**src/rtl/lcfr_pkg.sv**
```systemverilog
// Shared types, codes and constants for the link command frame receiver.
// No dependencies; every other file of the block refers to this package by scoped names.
`default_nettype none

package lcfr_pkg;

  // message buffer depth; a warning message ends after MESSAGE_BUFFER-1 bytes
  localparam int MESSAGE_BUFFER = 128;
  localparam int MSG_LIMIT      = MESSAGE_BUFFER - 1;
  // byte counter must also reach four for the matrix payload
  localparam int COUNT_W = ($clog2(MESSAGE_BUFFER) > 3) ? $clog2(MESSAGE_BUFFER) : 3;

  // field widths
  localparam int BYTE_W   = 8;
  localparam int STATUS_W = 3;
  localparam int WORD_W   = 32;
  localparam int LEN_W    = 7;
  localparam int TICK_W   = 16;
  localparam int LEN_MAX  = 127;
  localparam int PAYLOAD_BYTES = 4;

  // configuration register indexes
  localparam int CFG_IDX_W = 1;
  localparam logic [CFG_IDX_W-1:0] CFG_ROLE    = 1'd0;
  localparam logic [CFG_IDX_W-1:0] CFG_TIMEOUT = 1'd1;
  localparam logic [TICK_W-1:0]    TIMEOUT_RESET = 16'd200;

  // item operations
  localparam logic OP_BYTE = 1'b0;
  localparam logic OP_TICK = 1'b1;

  // frame bytes
  localparam logic [BYTE_W-1:0] FRAME_START = 8'h8a;
  localparam logic [BYTE_W-1:0] CMD_REQ     = 8'h80;
  localparam logic [BYTE_W-1:0] CMD_RESP    = 8'h81;
  localparam logic [BYTE_W-1:0] CMD_WARN    = 8'h82;
  localparam logic [BYTE_W-1:0] BYTE_NUL    = 8'h00;

  // status codes
  localparam logic [STATUS_W-1:0] ST_OK         = 3'd0;
  localparam logic [STATUS_W-1:0] ST_BAD_START  = 3'd1;
  localparam logic [STATUS_W-1:0] ST_NO_CMD     = 3'd2;
  localparam logic [STATUS_W-1:0] ST_WRONG_ROLE = 3'd3;
  localparam logic [STATUS_W-1:0] ST_SHORT      = 3'd4;
  localparam logic [STATUS_W-1:0] ST_UNKNOWN    = 3'd5;

  // frame phases
  localparam logic [1:0] PH_IDLE    = 2'd0;
  localparam logic [1:0] PH_CMD     = 2'd1;
  localparam logic [1:0] PH_PAYLOAD = 2'd2;
  localparam logic [1:0] PH_MSG     = 2'd3;

  typedef struct packed {
    logic              role_is_master;
    logic [TICK_W-1:0] byte_timeout_ticks;
  } cfg_t;

  typedef struct packed {
    logic [STATUS_W-1:0] status;
    logic [BYTE_W-1:0]   command_code;
    logic [WORD_W-1:0]   matrix_word;
    logic [LEN_W-1:0]    message_length;
  } result_t;

  // message length as reported, saturated to the field width
  function automatic logic [LEN_W-1:0] sat_len(input logic [COUNT_W-1:0] count);
    if (count > COUNT_W'(LEN_MAX)) begin
      return LEN_W'(LEN_MAX);
    end
    return LEN_W'(count);
  endfunction

endpackage

`default_nettype wire

```
**src/rtl/lcfr_item_if.sv**
```systemverilog
// Input channel: a received byte or a microsecond tick, with valid/ready.
// Depends on lcfr_pkg for field widths.
`default_nettype none

interface lcfr_item_if;
  logic                       valid;
  logic                       ready;
  logic                       operation;
  logic [lcfr_pkg::BYTE_W-1:0] rx_byte;

  modport source (output valid, output operation, output rx_byte, input ready);
  modport sink (input valid, input operation, input rx_byte, output ready);
endinterface

`default_nettype wire

```
**src/rtl/lcfr_result_if.sv**
```systemverilog
// Result channel: one frame status request with valid/ready.
// Depends on lcfr_pkg for field widths.
`default_nettype none

interface lcfr_result_if;
  logic                          valid;
  logic                          ready;
  logic [lcfr_pkg::STATUS_W-1:0] status;
  logic [lcfr_pkg::BYTE_W-1:0]   command_code;
  logic [lcfr_pkg::WORD_W-1:0]   matrix_word;
  logic [lcfr_pkg::LEN_W-1:0]    message_length;

  modport source (output valid, output status, output command_code, output matrix_word,
                  output message_length, input ready);
  modport sink (input valid, input status, input command_code, input matrix_word,
                input message_length, output ready);
endinterface

`default_nettype wire

```
**src/rtl/lcfr_cfg_if.sv**
```systemverilog
// Configuration write channel: register index and write data with valid/ready.
// Depends on lcfr_pkg for widths.
`default_nettype none

interface lcfr_cfg_if;
  logic                           valid;
  logic                           ready;
  logic [lcfr_pkg::CFG_IDX_W-1:0] index;
  logic [lcfr_pkg::TICK_W-1:0]    data;

  modport source (output valid, output index, output data, input ready);
  modport sink (input valid, input index, input data, output ready);
endinterface

`default_nettype wire

```
**src/rtl/lcfr_cfg_regs.sv**
```systemverilog
// Configuration registers: master/slave role and inter-byte timeout.
// Depends on lcfr_pkg and lcfr_cfg_if.
`default_nettype none

module lcfr_cfg_regs (
  input  wire logic        clk,
  input  wire logic        rst,
  lcfr_cfg_if.sink         cfg,
  output lcfr_pkg::cfg_t   settings
);

  lcfr_pkg::cfg_t regs;

  // writes are always taken
  assign cfg.ready = 1'b1;
  assign settings  = regs;

  // register file
  always_ff @(posedge clk) begin
    if (rst) begin
      regs.role_is_master     <= 1'b0;
      regs.byte_timeout_ticks <= lcfr_pkg::TIMEOUT_RESET;
    end else if (cfg.valid) begin
      case (cfg.index)
        lcfr_pkg::CFG_ROLE:    regs.role_is_master     <= cfg.data[0];
        lcfr_pkg::CFG_TIMEOUT: regs.byte_timeout_ticks <= cfg.data;
        default: ;
      endcase
    end
  end

endmodule

`default_nettype wire

```
**src/rtl/lcfr_parser.sv**
```systemverilog
// Frame parser: phase, byte counter, payload word and gap counter, plus the
// one-step next-state logic. Depends on lcfr_pkg.
`default_nettype none

module lcfr_parser (
  input  wire logic                        clk,
  input  wire logic                        rst,
  input  wire logic                        step,
  input  wire logic                        operation,
  input  wire logic [lcfr_pkg::BYTE_W-1:0] rx_byte,
  input  wire lcfr_pkg::cfg_t              settings,
  output logic                             emit,
  output lcfr_pkg::result_t                res
);

  logic [1:0]                        phase, phase_next;
  logic [lcfr_pkg::COUNT_W-1:0]      byte_count, byte_count_next;
  logic [lcfr_pkg::WORD_W-1:0]       matrix_shift, matrix_shift_next;
  logic [lcfr_pkg::TICK_W-1:0]       gap_counter, gap_counter_next;
  logic [lcfr_pkg::BYTE_W-1:0]       current_command, current_command_next;

  logic [lcfr_pkg::COUNT_W-1:0]      count_inc;
  logic [lcfr_pkg::WORD_W-1:0]       merged;
  logic [4:0]                        shamt;

  assign count_inc = byte_count + lcfr_pkg::COUNT_W'(1);
  assign shamt     = {byte_count[1:0], 3'b000};
  assign merged    = matrix_shift | ({{(lcfr_pkg::WORD_W-lcfr_pkg::BYTE_W){1'b0}}, rx_byte}
                                     << shamt);

  // next state and result for one item
  always_comb begin
    phase_next           = phase;
    byte_count_next      = byte_count;
    matrix_shift_next    = matrix_shift;
    gap_counter_next     = gap_counter;
    current_command_next = current_command;
    emit                 = 1'b0;
    res                  = '0;

    if (operation == lcfr_pkg::OP_TICK) begin
      // ticks only matter inside a frame
      if (phase != lcfr_pkg::PH_IDLE) begin
        if (gap_counter != settings.byte_timeout_ticks) begin
          gap_counter_next = gap_counter + lcfr_pkg::TICK_W'(1);
        end else begin
          emit = 1'b1;
          case (phase)
            lcfr_pkg::PH_CMD: begin
              res.status = lcfr_pkg::ST_NO_CMD;
            end
            lcfr_pkg::PH_PAYLOAD: begin
              res.status       = lcfr_pkg::ST_SHORT;
              res.command_code = current_command;
            end
            default: begin
              res.status         = lcfr_pkg::ST_OK;
              res.command_code   = current_command;
              res.message_length = lcfr_pkg::sat_len(byte_count);
            end
          endcase
        end
      end
    end else begin
      gap_counter_next = '0;
      case (phase)
        lcfr_pkg::PH_IDLE: begin
          if (rx_byte != lcfr_pkg::FRAME_START) begin
            emit       = 1'b1;
            res.status = lcfr_pkg::ST_BAD_START;
          end else begin
            phase_next = lcfr_pkg::PH_CMD;
          end
        end
        lcfr_pkg::PH_CMD: begin
          current_command_next = rx_byte;
          res.command_code     = rx_byte;
          if (rx_byte == lcfr_pkg::CMD_REQ) begin
            emit       = 1'b1;
            res.status = settings.role_is_master ? lcfr_pkg::ST_WRONG_ROLE : lcfr_pkg::ST_OK;
          end else if (rx_byte == lcfr_pkg::CMD_RESP || rx_byte == lcfr_pkg::CMD_WARN) begin
            if (!settings.role_is_master) begin
              emit       = 1'b1;
              res.status = lcfr_pkg::ST_WRONG_ROLE;
            end else begin
              byte_count_next   = '0;
              matrix_shift_next = '0;
              phase_next = (rx_byte == lcfr_pkg::CMD_RESP) ? lcfr_pkg::PH_PAYLOAD
                                                           : lcfr_pkg::PH_MSG;
            end
          end else begin
            emit       = 1'b1;
            res.status = lcfr_pkg::ST_UNKNOWN;
          end
        end
        lcfr_pkg::PH_PAYLOAD: begin
          // little-endian assembly of the key matrix word
          matrix_shift_next = merged;
          byte_count_next   = count_inc;
          if (count_inc >= lcfr_pkg::COUNT_W'(lcfr_pkg::PAYLOAD_BYTES)) begin
            emit             = 1'b1;
            res.status       = lcfr_pkg::ST_OK;
            res.command_code = current_command;
            res.matrix_word  = merged;
          end
        end
        default: begin
          // warning message: NUL terminates and is not counted
          res.status       = lcfr_pkg::ST_OK;
          res.command_code = current_command;
          if (rx_byte == lcfr_pkg::BYTE_NUL) begin
            emit               = 1'b1;
            res.message_length = lcfr_pkg::sat_len(byte_count);
          end else begin
            byte_count_next = count_inc;
            if (count_inc >= lcfr_pkg::COUNT_W'(lcfr_pkg::MSG_LIMIT)) begin
              emit               = 1'b1;
              res.message_length = lcfr_pkg::sat_len(count_inc);
            end
          end
        end
      endcase
    end

    // every finished frame returns to idle with a clear gap counter
    if (emit) begin
      phase_next       = lcfr_pkg::PH_IDLE;
      gap_counter_next = '0;
    end
  end

  // parser state
  always_ff @(posedge clk) begin
    if (rst) begin
      phase           <= lcfr_pkg::PH_IDLE;
      byte_count      <= '0;
      matrix_shift    <= '0;
      gap_counter     <= '0;
      current_command <= '0;
    end else if (step) begin
      phase           <= phase_next;
      byte_count      <= byte_count_next;
      matrix_shift    <= matrix_shift_next;
      gap_counter     <= gap_counter_next;
      current_command <= current_command_next;
    end
  end

  // checks
  a_idle_gap_clear: assert property (@(posedge clk) disable iff (rst)
    phase == lcfr_pkg::PH_IDLE |-> gap_counter == '0)
    else $error("gap counter running outside a frame");

  a_emit_ends_frame: assert property (@(posedge clk) disable iff (rst)
    step && emit |=> phase == lcfr_pkg::PH_IDLE)
    else $error("frame still open after its status");

  a_payload_count: assert property (@(posedge clk) disable iff (rst)
    phase == lcfr_pkg::PH_PAYLOAD |-> byte_count < lcfr_pkg::COUNT_W'(lcfr_pkg::PAYLOAD_BYTES))
    else $error("matrix payload overran four bytes");

  a_msg_count: assert property (@(posedge clk) disable iff (rst)
    phase == lcfr_pkg::PH_MSG |-> byte_count < lcfr_pkg::COUNT_W'(lcfr_pkg::MSG_LIMIT))
    else $error("warning message overran the buffer");

endmodule

`default_nettype wire

```
**src/rtl/link_command_frame_receiver.sv**
```systemverilog
// Top level of the link command frame receiver: input register, parser, result register.
// Depends on lcfr_pkg, the three channel interfaces, lcfr_cfg_regs and lcfr_parser.
`default_nettype none

// Takes one item per clock: a received link byte (operation 0) or a microsecond
// tick (operation 1). Each item is captured in an input register and then handled
// by the parser; the status request of the item that ends its frame is held in the
// result register and shown on report. At most one request per item; mid-frame
// bytes, and ticks before the inter-byte timeout, give none. While a finished
// request waits on report, one more item can still be taken into the input
// register; the input side stalls only when both the input register and the result
// register are full and report is not ready. Frames: 0x8a, command, then four payload
// bytes for a matrix response or message bytes up to NUL / 127 bytes for a warning.
// Write role_is_master (index 0) and byte_timeout_ticks (index 1) while idle.
module link_command_frame_receiver (
  input  wire logic       clk,
  input  wire logic       rst,
  lcfr_cfg_if.sink        cfg,
  lcfr_item_if.sink       item,
  lcfr_result_if.source   report
);

  lcfr_pkg::cfg_t               settings;
  logic                         hold_valid;
  logic                         hold_op;
  logic [lcfr_pkg::BYTE_W-1:0]  hold_byte;
  logic                         out_valid;
  lcfr_pkg::result_t            out_res;
  lcfr_pkg::result_t            res;
  logic                         emit;
  logic                         advance;
  logic                         take;

  lcfr_cfg_regs u_cfg (
    .clk      (clk),
    .rst      (rst),
    .cfg      (cfg),
    .settings (settings)
  );

  lcfr_parser u_parser (
    .clk       (clk),
    .rst       (rst),
    .step      (advance),
    .operation (hold_op),
    .rx_byte   (hold_byte),
    .settings  (settings),
    .emit      (emit),
    .res       (res)
  );

  // handshake control
  assign advance    = hold_valid && (!out_valid || report.ready);
  assign item.ready = !hold_valid || advance;
  assign take       = item.valid && item.ready;

  // input register
  always_ff @(posedge clk) begin
    if (rst) begin
      hold_valid <= 1'b0;
    end else if (take) begin
      hold_valid <= 1'b1;
    end else if (advance) begin
      hold_valid <= 1'b0;
    end
  end

  always_ff @(posedge clk) begin
    if (take) begin
      hold_op   <= item.operation;
      hold_byte <= item.rx_byte;
    end
  end

  // result register
  always_ff @(posedge clk) begin
    if (rst) begin
      out_valid <= 1'b0;
    end else if (advance && emit) begin
      out_valid <= 1'b1;
    end else if (report.ready) begin
      out_valid <= 1'b0;
    end
  end

  always_ff @(posedge clk) begin
    if (advance && emit) begin
      out_res <= res;
    end
  end

  assign report.valid          = out_valid;
  assign report.status         = out_res.status;
  assign report.command_code   = out_res.command_code;
  assign report.matrix_word    = out_res.matrix_word;
  assign report.message_length = out_res.message_length;

endmodule

`default_nettype wire
```
**src/flat_wrapper.sv**
```systemverilog
// flat-port wrapper written by rule: the top's interface ports become plain ports
module link_command_frame_receiver_flat 
  (clk, rst, cfg_valid, cfg_index, cfg_data, cfg_ready, item_valid, item_operation, item_rx_byte, item_ready, report_valid, report_status, report_command_code, report_matrix_word, report_message_length, report_ready);
  lcfr_cfg_if cfg_i ();
  lcfr_item_if item_i ();
  lcfr_result_if report_i ();
  input  wire logic clk;
  input  wire logic rst;
  input wire logic [$bits(cfg_i.valid)-1:0] cfg_valid;
  input wire logic [$bits(cfg_i.index)-1:0] cfg_index;
  input wire logic [$bits(cfg_i.data)-1:0] cfg_data;
  output wire logic [$bits(cfg_i.ready)-1:0] cfg_ready;
  input wire logic [$bits(item_i.valid)-1:0] item_valid;
  input wire logic [$bits(item_i.operation)-1:0] item_operation;
  input wire logic [$bits(item_i.rx_byte)-1:0] item_rx_byte;
  output wire logic [$bits(item_i.ready)-1:0] item_ready;
  output wire logic [$bits(report_i.valid)-1:0] report_valid;
  output wire logic [$bits(report_i.status)-1:0] report_status;
  output wire logic [$bits(report_i.command_code)-1:0] report_command_code;
  output wire logic [$bits(report_i.matrix_word)-1:0] report_matrix_word;
  output wire logic [$bits(report_i.message_length)-1:0] report_message_length;
  input wire logic [$bits(report_i.ready)-1:0] report_ready;
  assign cfg_i.valid = cfg_valid;
  assign cfg_i.index = cfg_index;
  assign cfg_i.data = cfg_data;
  assign cfg_ready = cfg_i.ready;
  assign item_i.valid = item_valid;
  assign item_i.operation = item_operation;
  assign item_i.rx_byte = item_rx_byte;
  assign item_ready = item_i.ready;
  assign report_valid = report_i.valid;
  assign report_status = report_i.status;
  assign report_command_code = report_i.command_code;
  assign report_matrix_word = report_i.matrix_word;
  assign report_message_length = report_i.message_length;
  assign report_i.ready = report_ready;
  link_command_frame_receiver u_core (.clk(clk), .rst(rst), .cfg(cfg_i), .item(item_i), .report(report_i));
endmodule
```
**config.mk**
```make
export PLATFORM = sky130hd
export DESIGN_NAME = link_command_frame_receiver_flat
export DESIGN_NICKNAME = d
export VERILOG_FILES = /design/src/rtl/lcfr_pkg.sv /design/src/rtl/lcfr_item_if.sv /design/src/rtl/lcfr_result_if.sv /design/src/rtl/lcfr_cfg_if.sv /design/src/rtl/lcfr_cfg_regs.sv /design/src/rtl/lcfr_parser.sv /design/src/rtl/link_command_frame_receiver.sv /design/src/flat_wrapper.sv
export SDC_FILE = /design/constraint.sdc
export NUM_CORES = 1
export LEC_CHECK = 0
export ABC_AREA = 0
export BUFFER_PORTS_ARGS = -buffer_cell sky130_fd_sc_hd__buf_2
export CORE_MARGIN = 1
export CORE_UTILIZATION = 41
export CTS_BUF_LIST = sky130_fd_sc_hd__clkbuf_4
export DETAILED_ROUTE_END_ITERATION = 8
export SYNTH_ARGS = -nofsm -noshare
export SYNTH_HDL_FRONTEND = slang
export SYNTH_HIERARCHICAL = 1
export SYNTH_SLANG_ARGS = --single-unit
```
**constraint.sdc**
```tcl
create_clock -name clk -period 10.7 [get_ports clk]
set_input_delay 2.14 -clock clk [delete_from_list [all_inputs] [get_ports clk]]
set_output_delay 2.14 -clock clk [all_outputs]
set_load 0.05 [all_outputs]
```
======== Yosys cells after proc, flatten, opt, wreduce, memory -nomap -nowiden ========
Cells that the tools add are included.
storage, ports and cells
  register bits after elaboration ......... 143
  latch bits .............................. 0
  RAM bits ................................ 0
  memory bits (read-only) ................. 0
  memories ................................ 0
operators by class
  $add $sub $neg .......................... 2
  multipliers ............................. 0
  divide/modulo/power cells ............... 0
  $lt $le $gt $ge ......................... 4
  equal/unequal tests ..................... 18
  shifts and indexed selects .............. 1
  multiplexer cells ....................... 74
  bitwise logic cells ..................... 6
  reduce and logical (&&, ||, !) cells .... 25
operators with widths
  operator                 count
  $mux W7                  16
  $mux W32                 3
  $mux W16                 4
  $pmux W32 S2             1
  $mux W40                 1
  $mux W11                 3
  $or A32 B32 Y32          1
  $shl A8 B5 Y32           1
  $mux W1                  29
  $eq A8 B8 Y1 const B     3
  $pmux W8 S3              1
  $pmux W7 S3              1
  $add A16 B1 Y16 const B  1
  $mux W2                  8
  $ne A16 B16 Y1           1
  $gt A7 B7 Y1 const B     2
  $reduce_and A7 Y1        2
  $ne A3 B2 Y1 const B     3
  $pmux W3 S3              1
  $logic_not A8 Y1         1
  $mux W8                  1
  $ne A8 B8 Y1 const B     1
  $reduce_bool A2 Y1       4
  $add A7 B1 Y7 const B    1
  other kinds (23)         40

======== Logic depth before layout (Yosys ltp) ========
  word-level depth ........................ 12
  depth in mapped cells ................... 10
  depth with buffers taken out ............ 9

======== Modules after synthesis ========
Netlist, hierarchy kept.
modules (own cells, without submodules)
  module                       instances  cells an instance  area an instance (um^2)  seq. area each (um^2)
  lcfr_parser                  1          494                3652.3                   1301.2
  link_command_frame_receiver  1          70                 1874.3                   1811.7
  lcfr_cfg_regs                1          76                 738.2                    340.3

======== Worst setup path before layout ========
OpenSTA, ideal clock, no wires.
  kind .................................... input -> register
  start point ............................. in report_ready
  end point ............................... reg u_core.out_res, in the netlist u_core/report.command_code[0], enable pin
  arrival time ............................ 4.512 ns
  required time ........................... 10.236 ns
  setup slack ............................. 5.724 ns
  stages .................................. 2
  buffers on the path ..................... 0
  path through ............................ nand2b_1 > nor2b_1
on the way
  longest elaborated chain between the ends .. 3
RTL lines
  what                  RTL line                           source
  start, declared       flat_wrapper.sv:22                 input wire logic [$bits(report_i.ready)-1:0] report_ready;
  $logic_or A1 B1 Y1    link_command_frame_receiver.sv:53  assign advance = hold_valid && (!out_valid || report.ready);
  $logic_and A1 B1 Y1   link_command_frame_receiver.sv:53
  $logic_and A1 B1 Y1   link_command_frame_receiver.sv:87  if (advance && emit) begin
  end signal, assigned  link_command_frame_receiver.sv:88  out_res <= res;
  end, declared         link_command_frame_receiver.sv:28  lcfr_pkg::result_t out_res;
No other way between the ends.
A chain may end at the register's enable or synchronous reset.

======== Worst setup path in the final report ========
  start point ............................. in report_ready
  end point ............................... out item_ready
on the way
  longest elaborated chain between the ends .. 3
RTL lines
  what                 RTL line                           source
  $logic_or A1 B1 Y1   link_command_frame_receiver.sv:53
  $logic_and A1 B1 Y1  link_command_frame_receiver.sv:53
  $logic_or A1 B1 Y1   link_command_frame_receiver.sv:54  assign item.ready = !hold_valid || advance;
  end, declared        flat_wrapper.sv:16                 output wire logic [$bits(item_i.ready)-1:0] item_ready;
No other way between the ends.

==> results by stage <==
Status:
- The checks that failed: DRC.
- The run finished, with violations left.

Timing:
- The number of max-slew violations in the final report came to 0.
- The total setup violations reported at the end of the flow is 0.
- Setup repair after global routing left no endpoint under its margin.
- The worst path setup slack after routing is 5960 ps.
- Static timing analysis puts the maximum clock frequency at 211 MHz.
- Across the routed clock network, the largest skew measured is 19.9 ps.
- The final count of hold timing violations came to 0.
- The transition time at the pin with the least slew margin is 1280 ps.
- The setup TNS is 0 ps.
- The time the worst path needs with I/O delays and setup is 4740 ps.
- On the final layout, the worst hold slack is 473 ps.
- Dividing the final minimum period by the clock period gives 44.3%.
- The headroom to the max-slew limit is 14.8%.

Critical path:
- Across all register-to-register paths, the minimum setup slack is 6910 ps.
- Of all nets on the critical path, the largest fanout is 3.
- STA classifies the critical path startpoint as a primary input.
- The critical path class is primary input to output pin.
- Data on the critical path is required at its endpoint by 8560 ps.
- The worst reg-to-reg path cell count is 9.
- For the worst setup path, the data arrival time is 2600 ps.
- The type of element capturing the critical path is an output pin.

Logic synthesis:
- Synthesis produced 640 cells.
- The synthesized netlist contains 58 unique library cells.
- During synthesis, Yosys emitted a total of 6 warnings.
- When the netlist entered floorplanning its net count stood at 678.
- A synthesized cell averages 9.79 sq um.
- Counting flops with a built-in enable in the synthesized netlist gives 59.
- Ranked by total cell area, the synthesized netlist is headed by sky130_fd_sc_hd__edfxtp_1 (28%), sky130_fd_sc_hd__dfxtp_1 (27%), sky130_fd_sc_hd__a21oi_1 (7.8%).
- The most used flip-flop cell after synthesis is sky130_fd_sc_hd__dfxtp_1.
- The portion of the post-synthesis area used by sequential elements is 55.1%.
- The synthesized design contains 143 register bits.
- The share of synthesized area in the top cell type comes to 28.3%.
- The netlist area before placement is 6260 sq um.
- After synthesis, the share of flip-flops with an asynchronous set or reset is 0%.
- Of all cell types, the one taking the most synthesized area is sky130_fd_sc_hd__edfxtp_1.

Detailed routing:
- The detail route stage leaves a number of antenna-violating nets equal to 0.
- Dividing the detail-routed via count by the number of cells gives 5.45.
- The post-route DRC violation count is 7.
- After detailed routing, the average wire length per cell comes to 15.3 um.
- The first detailed-routing pass took 7 iterations.
- The number of DRC violations after detailed-routing iteration 0 is 418.
- The overall via count from detail_route is 4,905.
- The wire length reported by the detailed router is 13,700 um.

CTS:
- The clock root buffer is sky130_fd_sc_hd__clkbuf_4.
- Clock tree synthesis inserted a total of 17 buffers.
- The H-tree level count is 4.
- The count of hold buffers inserted by post-cts repair is 0.
- The number of setup buffers added after CTS is 0.
- Clock tree synthesis found a total of 143 sinks.
- The post-CTS resize count is 0.
- The clock transition time at the flip-flop clock pins of the worst setup and hold paths is 110 ps.
- TritonCTS built the clock tree.
- The clock passes through at most 2 buffers.
- The clock reaches the later pin of the worst-skew pair after 570 ps.

GRT:
- Global routing used 25.2% of the available met1 tracks.
- The via count of the first global-routing pass is 4,516.
- The initial antenna violation count is 0.
- The largest net degree at the start of global routing is 50.
- The met2 track demand over resource is 28.0%.
- The overflow left after global routing is 0.
- For this run, global-route usage on met3 was measured as 4.93%.
- The total global routing track utilization is 18.4%.
- The first global-routing pass estimated 22,800 um of wire.
- The busiest layer in global routing is met2.

Layout:
- The number of diodes is 0.
- The register area is 3450 sq um.
- For this run, the post-layout net count is 741.
- The top cell types in the final layout, fill and taps aside, are sky130_fd_sc_hd__nor2_1 (117), sky130_fd_sc_hd__a21oi_1 (98), sky130_fd_sc_hd__dfxtp_1 (84).
- In the final layout, the multi-input gates occupy 2610 sq um.
- The area added between synthesis and finish is 12.2%.
- Fill cells in the final layout number 1,380.
- The fraction of the core area covered by cells at the end of the flow is 47.8%.
- The fraction of layout instances using a drive strength above 1 is 18.9%.
- Leaving out fill and tap cells, the most frequent cell in the layout is sky130_fd_sc_hd__nor2_1.

Power and ir drop:
- For this design the total switching power over the nets is 0.248 mW.
- The worst ir drop on vdd is 0.0000851 V.
- The internal power of the cells totals 0.736 mW.
- The fraction of power consumed by combinational cells is 5.6%.
- In this run switching power makes up 25.2% of total power.
- The areal power density over the cells is 140 nW/um^2.
- The clock network is responsible for 34.6% of the overall power.
- Sequential cells burn 59.8% of the power.
- The leakage dissipation is 2.61 nW.

Placement:
- The pre-CTS setup slack is 5740 ps.
- The number of port buffers is 82.
- Detailed placement finished with a half-perimeter wire length of 9190 um.
- The routability congestion estimate is 0.816.

Worst hold path:
- The worst min-delay path category is register to register.
- The worst hold path was traced through 2 stages.

Floorplan:
- The floorplan has 44 rows.
- The core area is 14,700 sq um.
- The die is 126 um wide.
- The die is 126 um tall.
- The number of top-level design ports is 84.
- The area of the die is 15,800 sq um.
- The effective utilization at floorplan is 42.6%.

Flow run:
- Across the run, the number of max-cap violations was 0.
per-layer routing:
metal / share of wire [%] / wire length (um)
met1: 47 / 6470
met2: 45 / 6210
met3: 6.2 / 853
met4: 1.5 / 201
met5: 0 / 0
worst paths after layout:
path | end | startpoint
hold reg to reg | u_core/u_parser/current_command[6] | u_core/u_parser/current_command[6]
setup reg to reg | u_core/report.status[1] | u_core/u_parser/byte_count[0]
hold / removal | u_core/u_parser/current_command[6] | u_core/u_parser/current_command[6]
setup / recovery | item_ready | report_ready
power by group through the flow:
stage | clock (mW) | sequential [mW] | combinational, mW
after global placement | 0 | 0.601 | 0.0544
after CTS | 0.353 | 0.589 | 0.0556
after floorplan | 0 | 0.609 | 0.0307
after global routing | 0.379 | 0.591 | 0.0596
final | 0.340 | 0.589 | 0.0549
after detailed placement | 0 | 0.601 | 0.0554
critical path: stages:
cell	delay [ps]
sky130_fd_sc_hd__buf_2	100
sky130_fd_sc_hd__nand3b_4	140
sky130_fd_sc_hd__buf_2	210
state kept, by name, summed over array words and instances, names as in the netlist:
register	flops
u_core/u_parser/byte_count	7
u_core/report.command_code	8
u_core/u_parser/matrix_shift	32
u_core/report.status	3
u_core/report.message_length	7
u_core/u_parser/current_command	8
u_core/hold_byte	8
u_core/u_cfg/settings	17
u_core/hold_valid	1
u_core/u_parser/gap_counter	16
u_core/report.matrix_word	32
u_core/report.valid	1
u_core/hold_op	1
u_core/u_parser/phase	2
stage by stage:
step	power [mW]	cell area, sq um	std cells
6_report	0.984	7030	900
5_1_grt	1.03	7030	900
4_1_cts	0.997	7030	900
3_5_place_dp	0.657	6750	868
3_3_place_gp	0.655	6750	868
2_1_floorplan	0.640	6260	640
kinds of logic (layout without fill, tap and decap cells):
kind of cell,Yosys count,count (layout),share of synthesized area (%)
DFF,143,143,55.1
adders and majority gates,7,7,1.40
and+or+nand+nor,237,237,18.2
muxes,2,2,0.320
xor gates and xnor gates,32,32,4.47
other,1,1,0.0599
buffers and inverters,50,126,3.54
AOI/OAI and AO/OA,168,168,16.9
cell usage after synthesis, types with 5 or more instances:
library cell                instances
sky130_fd_sc_hd__a21bo_2           10
sky130_fd_sc_hd__a21oi_1           98
sky130_fd_sc_hd__a22o_1            10
sky130_fd_sc_hd__and2_1             5
sky130_fd_sc_hd__and3_1             8
sky130_fd_sc_hd__buf_2              9
sky130_fd_sc_hd__clkbuf_1          22
sky130_fd_sc_hd__dfxtp_1           84
sky130_fd_sc_hd__edfxtp_1          59
sky130_fd_sc_hd__ha_1               7
sky130_fd_sc_hd__inv_1             11
sky130_fd_sc_hd__nand2_1           30
sky130_fd_sc_hd__nand2b_1           7
sky130_fd_sc_hd__nand3_1           28
sky130_fd_sc_hd__nand4_1            6
sky130_fd_sc_hd__nor2_1           117
sky130_fd_sc_hd__nor2b_1            8
sky130_fd_sc_hd__nor4_1             7
sky130_fd_sc_hd__o2111ai_1          5
sky130_fd_sc_hd__o21ai_0           13
sky130_fd_sc_hd__or3_1              6
sky130_fd_sc_hd__xnor2_1            6
sky130_fd_sc_hd__xor2_1            26
area by class of cell:
type                       instances  share of cell area, %
clock inverter                    13                   1.96
clock buffer                      19                   2.03
sequential                       143                   49.1
tap                              184                   3.28
inverter                          11                  0.588
timing repair buffer              83                   5.95
multi-input combinational        447                   37.1
Power figures use the tool's default switching activity.
